$ cat config.mk
export PLATFORM = sky130hd
export DESIGN_NAME = rlzfwe_ram
export DESIGN_NICKNAME = d
export VERILOG_FILES = /design/src/rtl/core/rlzfwe_ram.sv
export SDC_FILE = /design/constraint.sdc
export NUM_CORES = 2
export LEC_CHECK = 0
export BUFFER_PORTS_ARGS = -buffer_cell sky130_fd_sc_hd__buf_4
export CORE_UTILIZATION = 63
export CTS_BUF_LIST = sky130_fd_sc_hd__clkbuf_16
export DETAILED_ROUTE_END_ITERATION = 8
export PLACE_DENSITY = 0.83
export SLEW_MARGIN = 40
export SYNTH_ARGS = -nofsm -noshare
export SYNTH_HDL_FRONTEND = slang
export SYNTH_SLANG_ARGS = --single-unit
$ cat constraint.sdc
create_clock -name clk -period 3.3 [get_ports clk]
set_clock_uncertainty 0.15 [all_clocks]
set_input_delay 0.165 -clock clk [delete_from_list [all_inputs] [get_ports clk]]
set_output_delay 0.165 -clock clk [all_outputs]
set_load 0.03 [all_outputs]
$ cat src/rtl/core/rlzfwe_ram.sv
// ----------------------------------------------------------------------------
// rlzfwe_ram
// Generic single-clock RAM with one write port and one registered read port.
// ----------------------------------------------------------------------------
`default_nettype none

module rlzfwe_ram #(
  parameter int WIDTH = 8,
  parameter int DEPTH = 256
) (
  input  logic                     clk,
  input  logic                     we,
  input  logic [$clog2(DEPTH)-1:0] waddr,
  input  logic [WIDTH-1:0]         wdata,
  input  logic                     re,
  input  logic [$clog2(DEPTH)-1:0] raddr,
  output logic [WIDTH-1:0]         rdata
);

  logic [WIDTH-1:0] mem [DEPTH];

  // Write port.
  always_ff @(posedge clk) begin
    if (we) begin
      mem[waddr] <= wdata;
    end
  end

  // Read data is registered and holds while no read is issued.
  always_ff @(posedge clk) begin
    if (re) begin
      rdata <= mem[raddr];
    end
  end

endmodule

`default_nettype wire

-- Yosys cells after proc, flatten, opt, wreduce, memory -nomap -nowiden
Memories as Yosys holds them, arrays and structs flattened. A register that Yosys moved wholly into a read port is not among the register bits.
Cells that the tools add are included.
- output and inout port bits: 8
- input port bits: 27
- bits in writable memories: 2048
- logic and storage cells: 3
- bits in registers: 0
- memories kept: 1
- memories (memory ; depth ; bits a word ; rd ports ; clocked after Yosys merged registers in ; wr ports ; RTL line ; RTL):
    mem ; 256 ; 8 ; 1 ; 1 ; 1 ; 20 ; logic [WIDTH-1:0] mem [DEPTH];
- muxes and demuxes: 2
- operator list (cell ; count):
    two-way mux 1 bit ; 2

-- Longest topological paths before layout
- depth after elaboration: 2
- depth in mapped cells: 11
- depth with buffers taken out: 6

-- Worst setup path after synthesis
No wires, ideal clock.
- path type: input to register
- start point: in raddr[0]
- end point: reg rdata[2] (read register of mem) (data pin)
- buffers on the path: 4
- data required time: 2881 ps
- slack: 909 ps
- data arrival time: 1972 ps
- stages: 9
- library setup time: 269 ps
- cells stage by stage: buf_6 > buf_12 > buf_8 > buf_2 > mux4_2 > a22oi_1 > a21oi_1 > nor4_1 > nor4_2
- RTL lines (what ; RTL line ; RTL):
    from (decl) ; 16 ; input logic [$clog2(DEPTH)-1:0] raddr,
    to (decl) ; 17 ; output logic [WIDTH-1:0] rdata

==> results.tsv <==
stage	metric	value	unit
drt	wl	222200	um
synthesis	synthSimpleGateAreaFrac	2.625	%
die	rows	130	
synthesis	synth_most_common_cell	edfxtp_1	
timing	hold_slack	0.1217	ns
clocking	cts_tree	built	
setup_path	crit_type	register to register	
setup_path	cp.required	3.69	ns
cells_and_area	fin_cells	5935	
synthesis	synth.yosys.warnings	0	
drt	drc	0	
drt	via_per_inst	7.383	
drt	first_pass_iters	9	
global_routing	grt_pass1_wl	311500	um
synthesis	synth.distinct_cells	54	
synthesis	yosys.area.top_type_share	77.53	%
drt	wire_per_inst	37.44	um
placed_design	hpwl	123800	um
timing	post-route-min-period	3.375	ns
synthesis	syn_area	79640	um2
clocking	clock_latency	0.85	ns
setup_path	slowest_stage	nor3_1	
die	io_pins	35	
synthesis	syn_area_per_cell	21.33	um2
status	status	complete, but fails checks	
clocking	numCtsBuffers	191	
timing	setup_tns	-0.07507	ns
synthesis	synth_common_cells	edfxtp_1 (2056), mux4_2 (454), nor2_1 (282), mux2i_1 (134), a22oi_1 (133)	
die	die_w	357.5	um
flow_run	drv_cap	0	
synthesis	synthArstFlopShare	0	%
clocking	clock-sinks	2056	
timing	drv_slew	0	
setup_path	critPathMaxStageDelay	0.67	ns
placed_design	port-buffer-count	34	
die	die_area	127800	um2
global_routing	grt_overflow	0	
power_and_ir_drop	leakage	28.81	nW
setup_path	crit_buf_inv	0	
synthesis	synthTopCellsByArea	edfxtp_1 (78%), mux4_2 (13%), mux2i_1 (1.7%), nor2_1 (1.3%), a22oi_1 (1.3%)	
global_routing	grt_max_degree	134	
synthesis	syn_inst	3733	
synthesis	synth_top_family_by_area	multiplexers	
die	start_util	63.42	%
synthesis	synth_nets	3760	
synthesis	ys_seq_area_share	77.53	%
timing	rsz0062_at_grt	no	
setup_path	setup.worst_path.end_class	register	
drt	vias	43820	
timing	finalHoldViolations	0	
synthesis	ys_seq_elements	2056	
setup_path	cp_top_family	compound AO/OA/AOI/OAI gates	
global_routing	grt_pass1_vias	44150	
cells_and_area	drive_gt1_share	27.82	%
status	violations	setup timing	
placed_design	placedCellCount	5564	
setup_path	cp_cell_sequence	mux4_2 -> a22o_1 -> a221oi_1 -> o32ai_1 -> nor3_1 -> nor4_1	
die	die_h	357.5	um
die	coreArea	125600	um2
drt	postRouteAntennaNets	0	
synthesis	synth_fa_ha_area_share	0	%
clocking	h-tree-depth	4	
timing	worst_slack	-0.07507	ns
timing	finalSetupViolCount	1	
power_and_ir_drop	irDropWorstVdd	0.5611	mV
cells_and_area	area_growth	13.57	%
clocking	clock-root-buffer	clkbuf_16	
timing	slew_headroom	36.51	%
setup_path	cp.arrival	3.76	ns
global_routing	grt_use_total	34.91	%
synthesis	synth_edf_count	2056	
synthesis	synth_top_area_cell	edfxtp_1	
setup_path	startpoint_type	register	
clocking	clk_pin_slew_worst_paths	0.07	ns
synthesis	synth.area.mux_share	14.60	%
synthesis	synth_xor_area_share	0	%
timing	fmaxAchievable	0.2963	GHz
drt	first_iter_violations	8090	
synthesis	ys.flop_type	edfxtp_1	
setup_path	path_max_fanout	1	
placed_design	place_congestion	0.9275	
synthesis	synth_compound_area_share	3.416	%
power_and_ir_drop	power.total	53.45	mW
power_and_ir_drop	powerDensity	590.9	nW/um2
timing	worst_pin_slew	0.9437	ns
global_routing	grt_antenna_before_repair	6	
cells_and_area	final_nets	4153	
clocking	cts-resized-gates	0	
clocking	clk_path_buf_depth	3	
timing	period_share	102.3	%
worst_hold_path	worstHoldPathType	input port to register	
layout make-up:
type | count | area (um2)
Sequential cell | 2056 | 61740
Clock inverter | 151 | 1119
Antenna cell | 4 | 10.01
Fill cell | 6507 | 35130
Inverter | 2 | 7.507
Clock buffer | 197 | 4930
Timing Repair Buffer | 433 | 3983
Tap cell | 1650 | 2064
Multi-Input combinational cell | 1442 | 16590
worst paths after layout:
check / slack [ns] / to / start / depth (start not counted)
worst max-delay path: -0.08 / rdata[5] / mem[83][5] / 6
worst min-delay path: 0.12 / mem[254][5] / waddr[4] / 4
worst max register to register: -0.08 / rdata[5] / mem[83][5] / 6
worst min register to register: 1.14 / rdata[5] / mem[32][5] / 7
power by group:
part	internal [mW]	switching, mW
Sequential	28.8	0.0567
Combinational	1.05	1.92
Clock	11.8	9.78
placed cells by master, fill, tap and decap left out, types with 33 or more instances in the layout:
| cell type | instances |
|---|---|
| a21oi_1 | 95 |
| edfxtp_1 | 2056 |
| nand2_1 | 33 |
| mux4_2 | 454 |
| buf_4 | 356 |
| buf_12 | 48 |
| clkinv_2 | 38 |
| clkbuf_16 | 197 |
| nor2_1 | 253 |
| o221ai_1 | 46 |
| nand3_1 | 33 |
| clkinv_1 | 40 |
| mux2i_1 | 134 |
| inv_1 | 42 |
| a22oi_1 | 133 |
layer usage:
metal / vias up / routed length [um] / track usage (%)
met4: 10 / 16100 / 20.01
met1: 21850 / 69600 / 45.73
met5: - / 62 / 0
met2: 4523 / 104200 / 53.90
met3: 981 / 32240 / 9.109
li1: 16450 / - / -
kinds of logic (layout without fill, tap and decap cells):
logic type	after synthesis	after routing
AND/OR/NAND/NOR	466	466
AO/OA/AOI/OAI	385	385
other	0	4
flip-flops	2056	2056
multiplexers	591	591
buffers and inverters	235	783
worst min-delay path: stages:
cell	delay (ns)
buf_4	0.16
nand4_1	0.08
buf_4	0.34
nor2_1	0.16
per-stage QoR:
stage | utilization [%] | cell area (um2) | worst slack (ns)
2_1_floorplan | - | 79640 | 0.9089
3_3_place_gp | 66.94 | 84060 | -0.3378
3_5_place_dp | 66.97 | 84090 | -0.3497
4_1_cts | 71.93 | 90320 | 0.2006
5_1_grt | 72.02 | 90430 | 0.02587
6_report | 72.03 | 90440 | -0.07507
what timing repair did:
item / CTS / global route
hold endpoints to repair: 868 / 0
hold buffers: 18 / 0
setup buffers: 0 / 0
registers in the layout, indices dropped and copies added (netlist names):
name and flops:
mem 2048, rdata 8
Note: power is estimated with default switching activity, not from simulation.
